--- src/maglev_backend_table_top_assert.svh ---
// Assertion macros for the backend table.
`ifndef MAGLEV_BACKEND_TABLE_TOP_ASSERT_SVH
`define MAGLEV_BACKEND_TABLE_TOP_ASSERT_SVH
`ifndef NO_ASSERTIONS
`define MLB_ASSERT_IMPLY(lbl, clk, rst, ante, cons, msg) \
   lbl: assert property (@(posedge clk) disable iff (rst) (ante) |-> (cons)) else $error(msg);
`define MLB_ASSERT_ALWAYS(lbl, clk, rst, cond, msg) \
   lbl: assert property (@(posedge clk) disable iff (rst) (cond)) else $error(msg);
`else
`define MLB_ASSERT_IMPLY(lbl, clk, rst, ante, cons, msg)
`define MLB_ASSERT_ALWAYS(lbl, clk, rst, cond, msg)
`endif
`endif

--- src/mlb_ram.sv ---
module mlb_ram #(
   parameter int WIDTH = 8,
   parameter int DEPTH = 16
) (
   input  logic                     clock,
   input  logic                     we,
   input  logic [$clog2(DEPTH)-1:0] waddr,
   input  logic [WIDTH-1:0]         wdata,
   input  logic [$clog2(DEPTH)-1:0] raddr,
   output logic [WIDTH-1:0]         rdata
);

   logic [WIDTH-1:0] mem_ff [DEPTH];
   logic [WIDTH-1:0] rdata_ff;

   // write port and registered read port
   always_ff @(posedge clock) begin
      if (we) begin
         mem_ff[waddr] <= wdata;
      end
      rdata_ff <= mem_ff[raddr];
   end

   assign rdata = rdata_ff;

endmodule

--- config.mk ---
export PLATFORM = sky130hd
export DESIGN_NAME = mlb_ram
export DESIGN_NICKNAME = d
export VERILOG_FILES = /design/src/maglev_backend_table_top_assert.svh /design/src/mlb_ram.sv
export SDC_FILE = /design/constraint.sdc
export NUM_CORES = 1
export LEC_CHECK = 0
export BUFFER_PORTS_ARGS = -buffer_cell sky130_fd_sc_hd__buf_2
export CORE_ASPECT_RATIO = 0.7
export CORE_MARGIN = 5
export CORE_UTILIZATION = 50
export CTS_BUF_LIST = sky130_fd_sc_hd__clkbuf_2
export CTS_CLUSTER_SIZE = 28
export DETAILED_ROUTE_END_ITERATION = 10
export GPL_TIMING_DRIVEN = 0
export PLACE_DENSITY = 0.68
export SYNTH_ARGS = -nofsm -noshare
export SYNTH_HDL_FRONTEND = slang
export SYNTH_SLANG_ARGS = --single-unit
--- constraint.sdc ---
create_clock -name clock -period 1.6 [get_ports clock]
set_input_delay 0.16 -clock clock [delete_from_list [all_inputs] [get_ports clock]]
set_output_delay 0.16 -clock clock [all_outputs]
set_load 0.01 [all_outputs]
* Word level (Yosys, flattened, before mapping)
Memory sizes are Yosys's and may differ from the RTL's. A register that Yosys moved wholly into a read port is not among the register bits.
Index checks and enable logic that the tools add are counted.
** Word-level totals
- Memories kept :: 1
- Input bits :: 18
- Memory bits (read-only) :: 0
- Bits in latches :: 0
- Logic and storage cells :: 3
- Memory bits (writable) :: 128
- Bits in registers :: 0
- Output and inout port bits :: 8
** Memories
- mem_ff :: words 16, width 8, read ports 1, clocked after Yosys merged registers in 1, wr ports 1, RTL line mlb_ram.sv:13 : logic [WIDTH-1:0] mem_ff [DEPTH];
** Operators by class
- Shift-type cells :: 0
- Bitwise logic cells :: 0
- Eq/ne operators :: 0
- Magnitude comparators :: 0
- $add $sub $neg :: 0
- Reduce and logical (&&, ||, !) cells :: 0
- Multiply operators :: 0
- Divide/modulo/power cells :: 0
- Muxes and demuxes :: 2
** Operators with widths (number)
- $mux 1 :: 2

* Logic depth before layout (Yosys ltp)
- Depth in word-level cells :: 2
- Mapped depth :: 5

* Worst setup path before layout
OpenSTA, ideal clock, no wires.
- Path kind :: in2reg
- Start :: input port waddr[2]
- End :: memory mem_ff[0][0], enable pin
- Arrival time :: 1270 ps
- Setup time :: 383 ps
- Setup slack :: -53 ps
- Stages :: 2
- Path through :: or3b_2 -> nor3_1
** RTL lines
- start: declaration :: RTL line mlb_ram.sv:7 : input logic [$clog2(DEPTH)-1:0] waddr,
- end: declaration :: RTL line mlb_ram.sv:13
No word-level cell before the write port.

* Worst setup path in the final report
- Start :: input port waddr[1]
- End :: memory mem_ff[8][5], enable pin
No word-level cell before the write port.

==> impl_metrics.py <==
metrics = {
    "route": {
        "routedWlPerCell_um": 23.9,
        "vias": 2428,
        "first_iter_violations": 255,
        "vias_per_cell": 5.66,
        "dr.pass1.iters": 4,
        "drtAntennaViolNets": 0,
        "totalWireLength_um": 10200,
        "drc": 0,
    },
    "sta": {
        "layout_setup_ws_ps": -1.90,
        "slew_violations": 0,
        "timing.hold.ws_ps": 72.8,
        "period_share_pct": 100,
        "setup_viol": 2,
        "worst_pin_slew_ps": 1270,
        "clock_skew_ps": 38.9,
        "period_minus_slack_ps": 1600,
        "finalHoldViolations": 0,
        "max_slew_margin_pct": 14.4,
        "tns_ps": -3.67,
        "rsz0062_at_grt": "yes",
        "timing.fmax_mhz": 624,
    },
    "min_path": {
        "hp-class": "input pin to flop",
        "min-delay-start": "raddr[3]",
    },
    "global_routing": {
        "grt-ovfl-total": 0,
        "grt_pass1_wl_um": 15400,
        "antenna_found_initial": 0,
        "grt_pass1_vias": 2463,
        "grt_start_max_net_pins": 17,
        "grt_usage_pct": 17.7,
    },
    "setup_path": {
        "critPathCapture": "mem_ff[8][5]",
        "cp_slowest_stage_delay_ps": 1020,
        "rrSetupSlack_ps": 200,
        "rr_startpoint": "mem_ff[11][4]",
        "slowest_stage": "nor3_1",
        "critical_path_arrival_ps": 1870,
        "end_kind": "flop",
        "path_cells": "dlygate4sd3_1 > buf_2 > nor3_1",
        "worstReg2RegEnd": "rdata[4]",
        "worstSetupPathType": "input pin to flop",
        "required_ps": 1870,
        "start_kind": "input pin",
        "rr_worst_depth": 3,
        "crit_start": "waddr[1]",
        "path_max_fanout": 8,
    },
    "run_status": {
        "status": "finished, violations left",
        "violations": "setup timing",
    },
    "placement": {
        "placed_area_sq_mm": 0.00544,
        "place_inst": 385,
        "dpl.hpwl_um": 6580,
        "io_buffers": 24,
        "gp_congestion": 0.722,
    },
    "die": {
        "die_h_um": 94.9,
        "rows": 31,
        "initial_core_util_pct": 50.5,
        "core_area_sq_mm": 0.0102,
        "die-area_sq_mm": 0.0125,
        "io_pins": 26,
        "die_w_um": 131,
    },
    "clock_tree": {
        "clkTransAtPathRegs_ps": 200,
        "clock_latency_ps": 660,
        "cts.sinks": 136,
        "cts_max_level": 4,
        "cts-buffers-inserted": 17,
        "clock-root-buffer": "clkbuf_2",
        "cts_tree": "done",
        "clk_path_buf_depth": 2,
    },
    "final_layout": {
        "areaGrowthSynthToFinish_pct": 12.1,
        "final_cell_area_sq_mm": 0.00577,
        "num_antenna_cells": 0,
        "nets": 302,
        "drive_above_1_share_pct": 27.6,
        "seq_area_sq_mm": 0.00400,
        "multi_input_comb_area_sq_mm": 0.00106,
        "final_util_pct": 56.6,
        "fill_cells": 740,
        "fin_cells": 429,
    },
    "synthesis": {
        "yosysWarnings": 0,
        "postSynthCellCount": 229,
        "ys_types": 19,
        "syn_avg_cell_area_sq_um": 22.5,
        "synth_fp_nets": 247,
        "synth_area_sq_mm": 0.00515,
        "synth-seq-area-share_pct": 77.8,
        "ys_ff_latch": 136,
    },
    "pwr": {
        "p_per_area_mw_per_mm2": 1090,
        "ir_drop_uv": 619,
        "leakage_nw": 1.93,
    },
    "job": {
        "max_cap_violations": 0,
    },
}
-- layout make-up --
type	count	area share, %
flip-flops and latches	136	69.4
plain buffers	10	1.50
multi-input cells	83	18.4
well taps	132	2.86
clock inverters	11	1.84
clock buffers	21	1.82
repair buffers	36	4.16
-- cell usage in the layout (no fill, tap or decap), types with 3 or more instances in the layout --
cell	n
edfxtp_1	128
buf_2	27
clkbuf_2	21
mux4_2	18
a22oi_1	16
mux4_1	14
nor2_1	13
dlygate4sd3_1	12
nand2_1	9
dfxtp_1	8
clkinv_1	4
buf_6	3
clkdlybuf4s25_2	3
nor3_1	3
clkinv_2	3
-- cell usage after synthesis, drive strengths merged --
cell | count | area (sq um)
and2b | 1 | 7.51
a22oi | 16 | 120
mux4 | 32 | 773
nor2 | 13 | 48.8
nand2b | 2 | 12.5
and2 | 1 | 6.26
nand3b | 2 | 15.0
edfxtp | 128 | 3840
nand3 | 1 | 5.00
nor2b | 1 | 6.26
nand2 | 9 | 33.8
dfxtp | 8 | 160
clkdlybuf4s25 | 3 | 30.0
nor3 | 4 | 20.0
buf | 7 | 56.3
or3b | 1 | 8.76
-- metal layers --
| layer | up-vias | wire length [um] | GRT usage [%] | share of wire, % |
|---|---|---|---|---|
| li1 | 1083 | - | - | - |
| met3 | 6 | 881 | 6.07 | 8.6 |
| met5 | - | 0 | 0 | 0 |
| met4 | 0 | 41 | 5.65 | 0.40 |
| met1 | 1244 | 4800 | 25.6 | 47 |
| met2 | 95 | 4530 | 25.5 | 44 |
-- critical path, delay by kind of cell --
family | cells | cell delay [ps]
AND/OR/NAND/NOR | 1 | 1020
buffers and inverters | 2 | 690
-- stage by stage --
stage,power (mW),worst slack [ps]
floorplan,4.29,174
global placement,4.46,-406
detailed placement,4.47,-298
CTS,6.31,11.1
global route,6.53,-20.1
finish,6.27,-1.90
-- registers in the layout, summed over array words and instances (netlist names) --
register	cells
rdata	8
mem_ff	128
-- report_power, final --
part | total (mW) | internal [mW] | switching, mW
Clock | 1.85 | 0.714 | 1.14
Sequential | 4.00 | 3.98 | 0.0190
Combinational | 0.415 | 0.178 | 0.237
-- worst min path at each step --
stage / cells after the start / to
after floorplan: 0 / mem_ff[0][0]
after global placement: 1 / rdata[5]
after detailed placement: 1 / rdata[0]
after CTS: 4 / rdata[4]
after global routing: 3 / mem_ff[0][0]
final: 4 / rdata[3]
-- kinds of logic after synthesis --
kind of cell	Yosys count	share of synthesized area (%)
compound gates	16	2.33
buf+inv	10	1.68
flops	136	77.8
mux	32	15.0
simple gates	35	3.18
-- timing repair --
action,CTS,global route
hold buffers,12,0
resized for setup,0,0
endpoints found under the setup margin,0,6
endpoints found under the hold margin,137,0
buffers inserted,0,0
(Power assumes the default switching activity.)
