===== src/maglev_backend_table_top_assert.svh =====
// Assertion macros for the backend table.
`ifndef MAGLEV_BACKEND_TABLE_TOP_ASSERT_SVH
`define MAGLEV_BACKEND_TABLE_TOP_ASSERT_SVH
`ifndef NO_ASSERTIONS
`define MLB_ASSERT_IMPLY(lbl, clk, rst, ante, cons, msg) \
   lbl: assert property (@(posedge clk) disable iff (rst) (ante) |-> (cons)) else $error(msg);
`define MLB_ASSERT_ALWAYS(lbl, clk, rst, cond, msg) \
   lbl: assert property (@(posedge clk) disable iff (rst) (cond)) else $error(msg);
`else
`define MLB_ASSERT_IMPLY(lbl, clk, rst, ante, cons, msg)
`define MLB_ASSERT_ALWAYS(lbl, clk, rst, cond, msg)
`endif
`endif


===== src/mlb_mod.sv =====
module mlb_mod #(
   parameter int DW = 11
) (
   input  logic          clock,
   input  logic          reset,
   input  logic          start,
   input  logic [63:0]   dividend,
   input  logic [DW-1:0] divisor,
   output logic          done,
   output logic [DW-1:0] rem
);

   typedef enum logic [1:0] {S_IDLE, S_RUN, S_DONE} state_type;

   state_type     state_ff;
   logic [63:0]   dvd_ff;
   logic [DW-1:0] dvs_ff;
   logic [DW-1:0] rem_ff;
   logic [6:0]    cnt_ff;
   logic [DW:0]   trial;

   assign trial = {rem_ff, dvd_ff[63]};

   // restoring remainder, one dividend bit a cycle
   always_ff @(posedge clock) begin
      if (reset) begin
         state_ff <= S_IDLE;
      end else begin
         unique case (state_ff)
            S_IDLE: begin
               if (start) begin
                  dvd_ff   <= dividend;
                  dvs_ff   <= divisor;
                  rem_ff   <= '0;
                  cnt_ff   <= '0;
                  state_ff <= S_RUN;
               end
            end
            S_RUN: begin
               dvd_ff <= {dvd_ff[62:0], 1'b0};
               if (trial >= {1'b0, dvs_ff}) begin
                  rem_ff <= DW'(trial - {1'b0, dvs_ff});
               end else begin
                  rem_ff <= DW'(trial);
               end
               cnt_ff <= cnt_ff + 7'd1;
               if (cnt_ff == 7'd63) begin
                  state_ff <= S_DONE;
               end
            end
            S_DONE: begin
               state_ff <= S_IDLE;
            end
            default: state_ff <= S_IDLE;
         endcase
      end
   end

   assign done = (state_ff == S_DONE);
   assign rem  = rem_ff;

endmodule

===== config.mk =====
export PLATFORM = sky130hd
export DESIGN_NAME = mlb_mod
export DESIGN_NICKNAME = d
export VERILOG_FILES = /design/src/maglev_backend_table_top_assert.svh /design/src/mlb_mod.sv
export SDC_FILE = /design/constraint.sdc
export NUM_CORES = 1
export LEC_CHECK = 0
export ABC_CLOCK_PERIOD_IN_PS = 6000
export BUFFER_PORTS_ARGS = -buffer_cell sky130_fd_sc_hd__buf_2
export CORE_MARGIN = 4
export CORE_UTILIZATION = 23
export DETAILED_ROUTE_END_ITERATION = 7
export PLACE_DENSITY_LB_ADDON = 0.08
export SLEW_MARGIN = 15
export SYNTH_ARGS = -nofsm -noshare
export SYNTH_HDL_FRONTEND = slang
export SYNTH_SLANG_ARGS = --single-unit

===== constraint.sdc =====
create_clock -name clock -period 6 [get_ports clock]
set_input_delay 0.3 -clock clock [delete_from_list [all_inputs] [get_ports clock]]
set_output_delay 0.3 -clock clock [all_outputs]
set_load 0.01 [all_outputs]

# Yosys cells after proc, flatten, opt, wreduce, memory -nomap -nowiden
# Index checks and enable logic that the tools add are counted.
[totals]
regBits = 95
inputBits = 78
output_inout_bits = 12
word_cells = 29
[op_classes]
n_addsub = 2
order_cmp = 1
eq_ne = 5
mux = 10
n_bitwise = 1
reduce_logical = 5
[ops]
columns = ["operator", "count"]
rows = [
  ["one-hot mux 64 bit (2 select lines)", 1],
  ["two-way mux 64 bit", 1],
  ["two-way mux 11 bit", 2],
  ["one-hot mux 11 bit (2 select lines)", 1],
  ["one-hot mux 7 bit (2 select lines)", 1],
  [">= comparator 12 x 11 -> 1 bit", 1],
  ["subtractor 11 bit", 1],
  ["adder 7 x 1 -> 7 bit, second input constant", 1],
  ["equality test 7 x 6 -> 1 bit, second input constant", 1],
  ["two-way mux 7 bit", 1],
  ["AND reduction 3 bit", 2],
  ["two-way mux 2 bit", 2],
  ["inequality test 2 bit, second input constant", 2],
  ["one-hot mux 2 bit (2 select lines)", 1],
  ["equality test 2 x 1 -> 1 bit, second input constant", 1],
  ["equality test 2 bit, second input constant", 1],
  ["zero test 2 bit", 1],
  ["AND reduction 2 bit", 1],
  ["nonzero test 2 bit", 1],
  ["inverter 1 bit", 1],
]

# Longest topological paths before layout
# Gate-level depths: netlist of the first run.
[depth]
depth_word = 3
depth_mapped = 10
depth_no_buf = 9

# Worst setup path after synthesis of the first run
# No wires, ideal clock.
[synth_timing]
path_kind = "reg2reg"
from = "register state_ff[0]"
to = "register cnt_ff[0], enable pin"
setup_ns = 0.625
arrival_ns = 6.018
required_ns = 5.375
path_slack_ns = -0.643
stages_incl_launch_ff = 3
path_buffers = 0
synth_period_minus_slack_ns = 6.643
path_cell_list = "dfxtp_1 > nor2_1 > nor3_1"
[synth_between]
elab_chain_cells = 3
word_cells_on_any_way = 5
classes_between = "2 x eq/ne; 3 x reduce/logical"
[synth_rtl]
columns = ["item", "line", "source"]
rows = [
  ["start: declaration", "mlb_mod.sv:15", "state_type state_ff;"],
  ["start signal: assignment", "mlb_mod.sv:27", "state_ff <= S_IDLE;"],
  ["start signal: assignment", "mlb_mod.sv:36", "state_ff <= S_RUN;"],
  ["start signal: assignment", "mlb_mod.sv:48", "state_ff <= S_DONE;"],
  ["equality test 2 x 1 -> 1 bit or zero test 2 bit (tied branches)", "mlb_mod.sv:29", "unique case (state_ff)"],
  ["nonzero test 2 bit (no line) or inequality test 2 bit (tied branches)", "-", ""],
  ["AND reduction 3 bit (no line) *", "-", ""],
  ["end signal: assignment", "mlb_mod.sv:46", "cnt_ff <= cnt_ff + 7'd1;"],
  ["end: declaration", "mlb_mod.sv:19", "logic [6:0] cnt_ff;"],
]
# Mark *: on every way between the ends. The rest lies on a longest branch, timed or not.
# A chain may end at the register's enable or synchronous reset.

# Final worst setup path of the first run
[layout_timing]
from = "register dvd_ff[63]"
to = "register rem_ff[1] (netlist: rem[1]) (data pin)"
[layout_between]
elab_chain_cells = 3
word_cells_on_any_way = 4
classes_between = "1 x add/sub; 1 x order compare; 2 x mux"
[layout_rtl]
columns = ["item", "line", "source"]
rows = [
  ["start: declaration", "mlb_mod.sv:16", "logic [63:0] dvd_ff;"],
  ["start signal: assignment", "mlb_mod.sv:32", "dvd_ff <= dividend;"],
  ["start signal: assignment", "mlb_mod.sv:40", "dvd_ff <= {dvd_ff[62:0], 1'b0};"],
  ["subtractor 11 bit or >= comparator 12 x 11 -> 1 bit (tied branches)", "mlb_mod.sv:42, mlb_mod.sv:41", ""],
  ["two-way mux 11 bit *", "mlb_mod.sv:41", "if (trial >= {1'b0, dvs_ff}) begin"],
  ["one-hot mux 11 bit (2 select lines) *", "mlb_mod.sv:29", ""],
  ["end signal: assignment", "mlb_mod.sv:42", "rem_ff <= DW'(trial - {1'b0, dvs_ff});"],
  ["end signal: assignment", "mlb_mod.sv:44", "rem_ff <= DW'(trial);"],
  ["end: declaration", "mlb_mod.sv:18", "logic [DW-1:0] rem_ff;"],
]
# Marks and branches as above.

==> impl_metrics.json, run 1 <==
{
  "ys_ff_latch": 95,
  "fin_nets": 630,
  "finalInstanceArea_mm2": 0.005642,
  "grt_pass1_vias": 3542,
  "grt_max_degree": 67,
  "startpoint_type": "flip-flop",
  "final_common_cell": "nand2_1",
  "power_frac_seq_pct": 49.0,
  "crit_required_ns": 6.17,
  "report.final.slew_viol_count": 0,
  "postCtsHoldBufs": 0,
  "cts_setup_buffers": 0,
  "syn_area_per_cell_um2": 10.11,
  "synthCells": 454,
  "worstSetupPathType": "flip-flop to flip-flop",
  "setup_violations": 0,
  "peakVddDrop_v": 0.0001378,
  "diodes": 0,
  "layout-drive-gt1-share_pct": 21.51,
  "portBuffers": 89,
  "num_vias": 3365,
  "seq_area_frac_synth_pct": 61.69,
  "synthFlopType": "edfxtp_1",
  "yosysTopAreaCell": "edfxtp_1",
  "synth_fp_nets": 545,
  "multi_input_area_mm2": 0.001632,
  "syn_area_mm2": 0.004592,
  "cts_tree": "done",
  "synthTopCellsByArea": "edfxtp_1 61%, nand2_1 16%, ha_1 3.3%",
  "dieArea_mm2": 0.02229,
  "die_h_um": 149.3,
  "slew_headroom_pct": 36.67,
  "outcome": "finished, final reports clean",
  "cts_sinks": 95,
  "async_reset_ff_share_pct": 0,
  "hp-class": "input pin to flip-flop",
  "synthToLayoutAreaGrowth_pct": 22.86,
  "gp_congestion": 0.7202,
  "grt_pass1_wl_um": 17880,
  "yosysTopAreaCellShare_pct": 60.82,
  "yosys_warnings": 0,
  "period_needed_ns": 2.539,
  "p_clk_share_pct": 37.8,
  "numCtsBuffers": 9,
  "rsz0062_at_grt": "false",
  "cellPowerDensity_mw_per_mm2": 291.6,
  "swShare_pct": 24.69,
  "post-route-period-util_pct": 42.32,
  "timing.fmax_mhz": 393.8,
  "rows": 51,
  "pin_count": 90,
  "final_cell_mix": "199 x nand2_1, 93 x edfxtp_1, 89 x buf_2",
  "die_w_um": 149.3,
  "post_cts_resized": 0,
  "drcViolationCount": 0,
  "power.internal_mw": 1.239,
  "grt_use_total_pct": 10.28,
  "clk_latency_ns": 0.34,
  "postPlaceCellArea_mm2": 0.005328,
  "fillCellCount": 2132,
  "core_area_mm2": 0.01953,
  "root_buffer": "clkbuf_16",
  "endpoint_kind": "flip-flop",
  "clkTransAtPathRegs_ns": 0.07,
  "synth_edf_count": 93,
  "leakage_nw": 2.416,
  "dp_hpwl_um": 7583,
  "setup_tns_ns": 0,
  "p_sw_mw": 0.4063,
  "wl_um": 11150,
  "worst_pin_slew_ns": 0.9469,
  "p_comb_share_pct": 13.2,
  "overflow": 0,
  "drt-vias-per-instance": 4.159,
  "clockBufferDepth": 2,
  "firstDrtPassIters": 4,
  "antenna_found_initial": 0,
  "register_area_mm2": 0.002833,
  "clock_skew_ns": 0.008189,
  "crit_arrival_ns": 2.71,
  "hold_violations": 0,
  "start_util_pct": 23.52,
  "ys_types": 42,
  "cp_max_fo": 13,
  "drt_iter0_drc": 200,
  "max-cap-violations": 0,
  "routedWlPerCell_um": 13.78,
  "htree_levels": 3,
  "fin_util_pct": 28.89,
  "ant_nets": 0
}
area by class of cell:
| class | instances | share of cell area, % |
|---|---|---|
| well taps | 265 | 5.877 |
| repair buffers | 93 | 8.428 |
| multi-input cells | 325 | 28.92 |
| flip-flops and latches | 95 | 50.21 |
| inverters | 15 | 0.9980 |
| clock inverters | 5 | 1.442 |
| clock buffers | 11 | 4.125 |
registers in the layout, summed over array words and instances (netlist names):
signal,flops
dvs_ff,11
rem,11
cnt_ff,7
state_ff,2
dvd_ff,64
cell families (layout without fill, tap and decap cells):
group / after synthesis / after routing / synth area share (%)
and+or+nand+nor: 257 / 257 / 23.13
DFF: 95 / 95 / 61.69
AOI/OAI and AO/OA: 49 / 49 / 6.921
buffers and inverters: 34 / 124 / 3.379
adders and majority gates: 13 / 13 / 3.706
xor gates and xnor gates: 5 / 5 / 0.9539
muxes: 1 / 1 / 0.2180
per-stage QoR:
stage | power, mW | setup WS [ns] | hold slack (ns) | std cells
3_3_place_gp | 1.044 | 3.431 | 0.4808 | 793
2_1_floorplan | 0.9671 | 1.908 | 0.3793 | 454
5_1_grt | 1.740 | 3.214 | 0.1159 | 809
4_1_cts | 1.684 | 3.354 | 0.1163 | 809
3_5_place_dp | 1.046 | 3.342 | 0.4799 | 793
6_report | 1.645 | 3.461 | 0.1327 | 809
Yosys cell counts, types with 2 or more instances:
library cell,instances
inv_1,15
ha_1,12
xnor2_1,2
edfxtp_1,93
dfxtp_1,2
clkbuf_1,13
nor2_1,20
buf_6,2
a21oi_1,13
nand3_1,9
xor2_1,3
a21o_1,5
o21ai_1,2
and4_1,2
and2_1,3
nand2b_1,5
a211oi_1,8
or3_1,3
buf_2,2
nor3_1,6
o21ai_0,8
nand2_1,199
o21a_1,6
nand3b_1,2
a21oi_2,2
critical path, stage by stage, from the launching register on:
cell and delay [ns]:
edfxtp_1 0.34, inv_1 0.05, ha_1 0.20, fa_1 0.39, nand2b_1 0.19, a21oi_1 0.17, o21ai_1 0.15, a21oi_2 0.56
nor2_1 0.08, a211oi_1 0.23
power by group through the flow:
stage / logic, mW / registers [mW] / clock network, mW
finish: 0.218 / 0.806 / 0.622
global route: 0.251 / 0.810 / 0.679
CTS: 0.225 / 0.807 / 0.652
detailed placement: 0.225 / 0.821 / 0
global placement: 0.223 / 0.821 / 0
floorplan: 0.146 / 0.821 / 0
path summary, 6_finish.rpt:
kind	startpoint	end	slack, ns	cells after the start
worst max-delay path	dvd_ff[63]	rem[1]	3.46	9
worst min-delay path	divisor[5]	dvs_ff[5]	0.13	1
worst max register to register	dvd_ff[63]	rem[1]	3.46	9
worst min register to register	dvd_ff[19]	dvd_ff[20]	0.50	2
metal layers:
metal | track usage (%) | wire, um | share of wire (%) | vias to the layer above
li1 | - | - | - | 1708
met2 | 18.04 | 5588 | 50 | 59
met5 | 0 | 0 | 0 | -
met3 | 2.218 | 406 | 3.6 | 14
met1 | 12.27 | 4963 | 45 | 1584
met4 | 4.073 | 193 | 1.7 | 0
Power figures use the tool's default switching activity.
==> inputs of run 2 (changes only) <==
Settings changed: ABC_AREA set to 1, ABC_CLOCK_PERIOD_IN_PS 6000 to 2470.
Clock period 6 ns to 2.47 ns, I/O delays scaled along.
==> impl_metrics.json, run 2 <==
{
  "outcome": "finished, final reports clean",
  "grt_use_total_pct": 10.08,
  "ys_ff_latch": 95,
  "report.final.slew_viol_count": 0,
  "worstRegToRegCells": 13,
  "start_util_pct": 23.37,
  "layout-drive-gt1-share_pct": 22.51,
  "min_delay_path_depth": 3,
  "synthFlopType": "edfxtp_1",
  "rr_startpoint": "dvd_ff[63]",
  "clock_skew_ns": 0.01466,
  "cp_top_family": "simple AND/OR/NAND/NOR gates",
  "cp.buffers_inverters": 3,
  "grt_pass1_wl_um": 17680,
  "grt_max_degree": 84,
  "dp_hpwl_um": 7345,
  "fin_nets": 708,
  "htree_levels": 3,
  "rr_endpoint": "rem[3]",
  "timing.fmax_mhz": 450.3,
  "rows": 52,
  "post-route-period-util_pct": 89.90,
  "min_from": "dividend[16]",
  "p_clk_share_pct": 37.5,
  "synth_fp_nets": 606,
  "critPathLaunch": "dvd_ff[63]",
  "die_w_um": 151.2,
  "ant_nets": 0,
  "gp_congestion": 0.8135,
  "cts_sinks": 95,
  "drcViolationCount": 0,
  "setup_tns_ns": 0,
  "async_reset_ff_share_pct": 0,
  "p_sw_mw": 1.071,
  "dp_slack_ns": 0.2401,
  "crit_chain": "inv_1, ha_1, fa_1, inv_1, nand2_1, nand2_1, nand2_4, nand2_2, nand2_2, nand3_4, inv_2, nor2_1, nor2_1",
  "worst_pin_slew_ns": 0.8787,
  "fin_ws_ns": 0.2495,
  "yosys_warnings": 0,
  "ys_types": 28,
  "total_power_mw": 4.003,
  "core_area_mm2": 0.02017,
  "synth_edf_count": 93,
  "seq_area_frac_synth_pct": 60.10,
  "max-cap-violations": 0,
  "cp_max_fo": 11,
  "yosysTopAreaCell": "edfxtp_1",
  "power.internal_mw": 2.932,
  "cellPowerDensity_mw_per_mm2": 676.9,
  "hold_end": "dvd_ff[16]",
  "final_common_cell": "nand2_1",
  "swShare_pct": 26.75,
  "numCtsBuffers": 9,
  "hold_violations": 0,
  "largest_reg_flops": 64,
  "worstSetupPathType": "flip-flop to flip-flop",
  "syn_area_mm2": 0.004713,
  "firstDrtPassIters": 4,
  "regMostFlops": "dvd_ff",
  "fillCellCount": 2213,
  "netlist_top_cells_count": "247 x nand2_1, 93 x edfxtp_1, 43 x inv_1, 43 x nor2_1, 12 x ha_1",
  "period_needed_ns": 2.221,
  "routedWlPerCell_um": 12.45,
  "final_cell_mix": "247 x nand2_1, 93 x edfxtp_1, 89 x buf_2",
  "root_buffer": "clkbuf_16",
  "hp-class": "input pin to flip-flop",
  "cp_slowest_stage_delay_ns": 0.41,
  "power_frac_seq_pct": 48.8,
  "fin_util_pct": 29.32,
  "synthCells": 515,
  "p_comb_share_pct": 13.8,
  "antenna_found_initial": 0,
  "portBuffers": 89,
  "grt_pass1_vias": 3542,
  "overflow": 0,
  "setup_violations": 0,
  "clkTransAtPathRegs_ns": 0.08,
  "wl_um": 11110,
  "clockBufferDepth": 2,
  "startpoint_type": "flip-flop",
  "crit_required_ns": 2.57,
  "clk_latency_ns": 0.35,
  "syn_area_per_cell_um2": 9.152,
  "diodes": 0,
  "drt-vias-per-instance": 3.971,
  "cts_tree": "done",
  "synth.most_common_cell": "nand2_1",
  "dieArea_mm2": 0.02285,
  "drt_iter0_drc": 181,
  "pin_count": 90,
  "yosysTopAreaCellShare_pct": 59.25,
  "leakage_nw": 2.742,
  "slew_headroom_pct": 41.42,
  "synthTopCellsByArea": "edfxtp_1 59%, nand2_1 20%, inv_1 3.4%",
  "die_h_um": 151.2,
  "crit_arrival_ns": 2.32,
  "r2r_slack_ns": 0.25,
  "endpoint_kind": "flip-flop",
  "peakVddDrop_v": 0.0003599,
  "rsz0062_at_grt": "false",
  "synthToLayoutAreaGrowth_pct": 25.46,
  "slowest_stage": "fa_1",
  "num_vias": 3542
}
-- run 2: cell types whose count changed after synthesis, moves of 6 or more --
cell,delta
inv_1,+28
inv_2,+6
nand2_1,+48
o21ai_2,+10
a21oi_1,-6
nor2_1,+23
a211oi_1,-8
clkbuf_1,-6
-- run 2: layout make-up --
type / instances / area [um2] / share of cell area, %
Clock inverter: 7 / 87.58 / 1.481
Clock buffer: 9 / 225.2 / 3.809
Inverter: 49 / 183.9 / 3.110
Tap cell: 270 / 337.8 / 5.713
Multi-Input combinational cell: 355 / 1625 / 27.49
Sequential cell: 95 / 2833 / 47.91
Timing Repair Buffer: 107 / 620.6 / 10.50
-- run 2: worst max path at each step --
stage	to	depth (start not counted)	slack (ns)
finish	rem[3]	13	0.25
global route	rem[8]	13	0.05
CTS	rem[8]	13	0.23
detailed placement	rem[8]	13	0.24
global placement	rem[8]	13	0.28
floorplan	cnt_ff[0]	2	0.19
-- run 2: per-stage QoR --
stage	cell area [um2]	instances	hold WS [ns]
final	5913	892	0.02692
after global routing	5913	892	0.01141
after CTS	5913	892	0.004315
after detailed placement	5490	865	0.3019
after global placement	5490	865	0.3003
after floorplan	4721	515	0.2224
-- run 2: kinds of logic (layout without fill, tap and decap cells) --
| kind of cell | count (synthesis) | count (layout) | share of synthesized area [%] |
|---|---|---|---|
| AOI/OAI and AO/OA | 22 | 22 | 3.265 |
| adders and majority gates | 13 | 13 | 3.610 |
| and+or+nand+nor | 316 | 316 | 26.60 |
| DFF | 95 | 95 | 60.10 |
| xor gates and xnor gates | 4 | 4 | 0.7434 |
| buffers and inverters | 65 | 172 | 5.681 |
-- run 2: worst reg2reg max path, delay by kind of cell (launching register included) --
family                     cells  cell delay, ns
DFF                            1            0.36
adders and majority gates      2            0.63
buffers and inverters          3            0.27
and+or+nand+nor                8            0.72
-- run 2: power by group through the flow --
| stage | combinational (mW) | clock, mW | sequential [mW] |
|---|---|---|---|
| floorplan | 0.360 | 0 | 1.99 |
| global placement | 0.552 | 0 | 1.99 |
| detailed placement | 0.554 | 0 | 1.99 |
| CTS | 0.570 | 1.57 | 1.95 |
| global route | 0.636 | 1.64 | 1.96 |
| finish | 0.551 | 1.50 | 1.95 |
-- run 2: per-layer routing --
layer	share of wire, %	global-route usage [%]	wire [um]
met1	46	12.68	5161
met2	48	16.68	5301
met3	4.7	3.381	526
met4	1.1	2.584	119
met5	0	0	0
-- run 2: timing repair --
item / in CTS / in global routing
endpoints found under the hold margin: 11 / 0
gates resized for setup: 0 / 0
setup endpoints to repair: 0 / 0
hold buffers: 11 / 0
setup buffers: 0 / 0
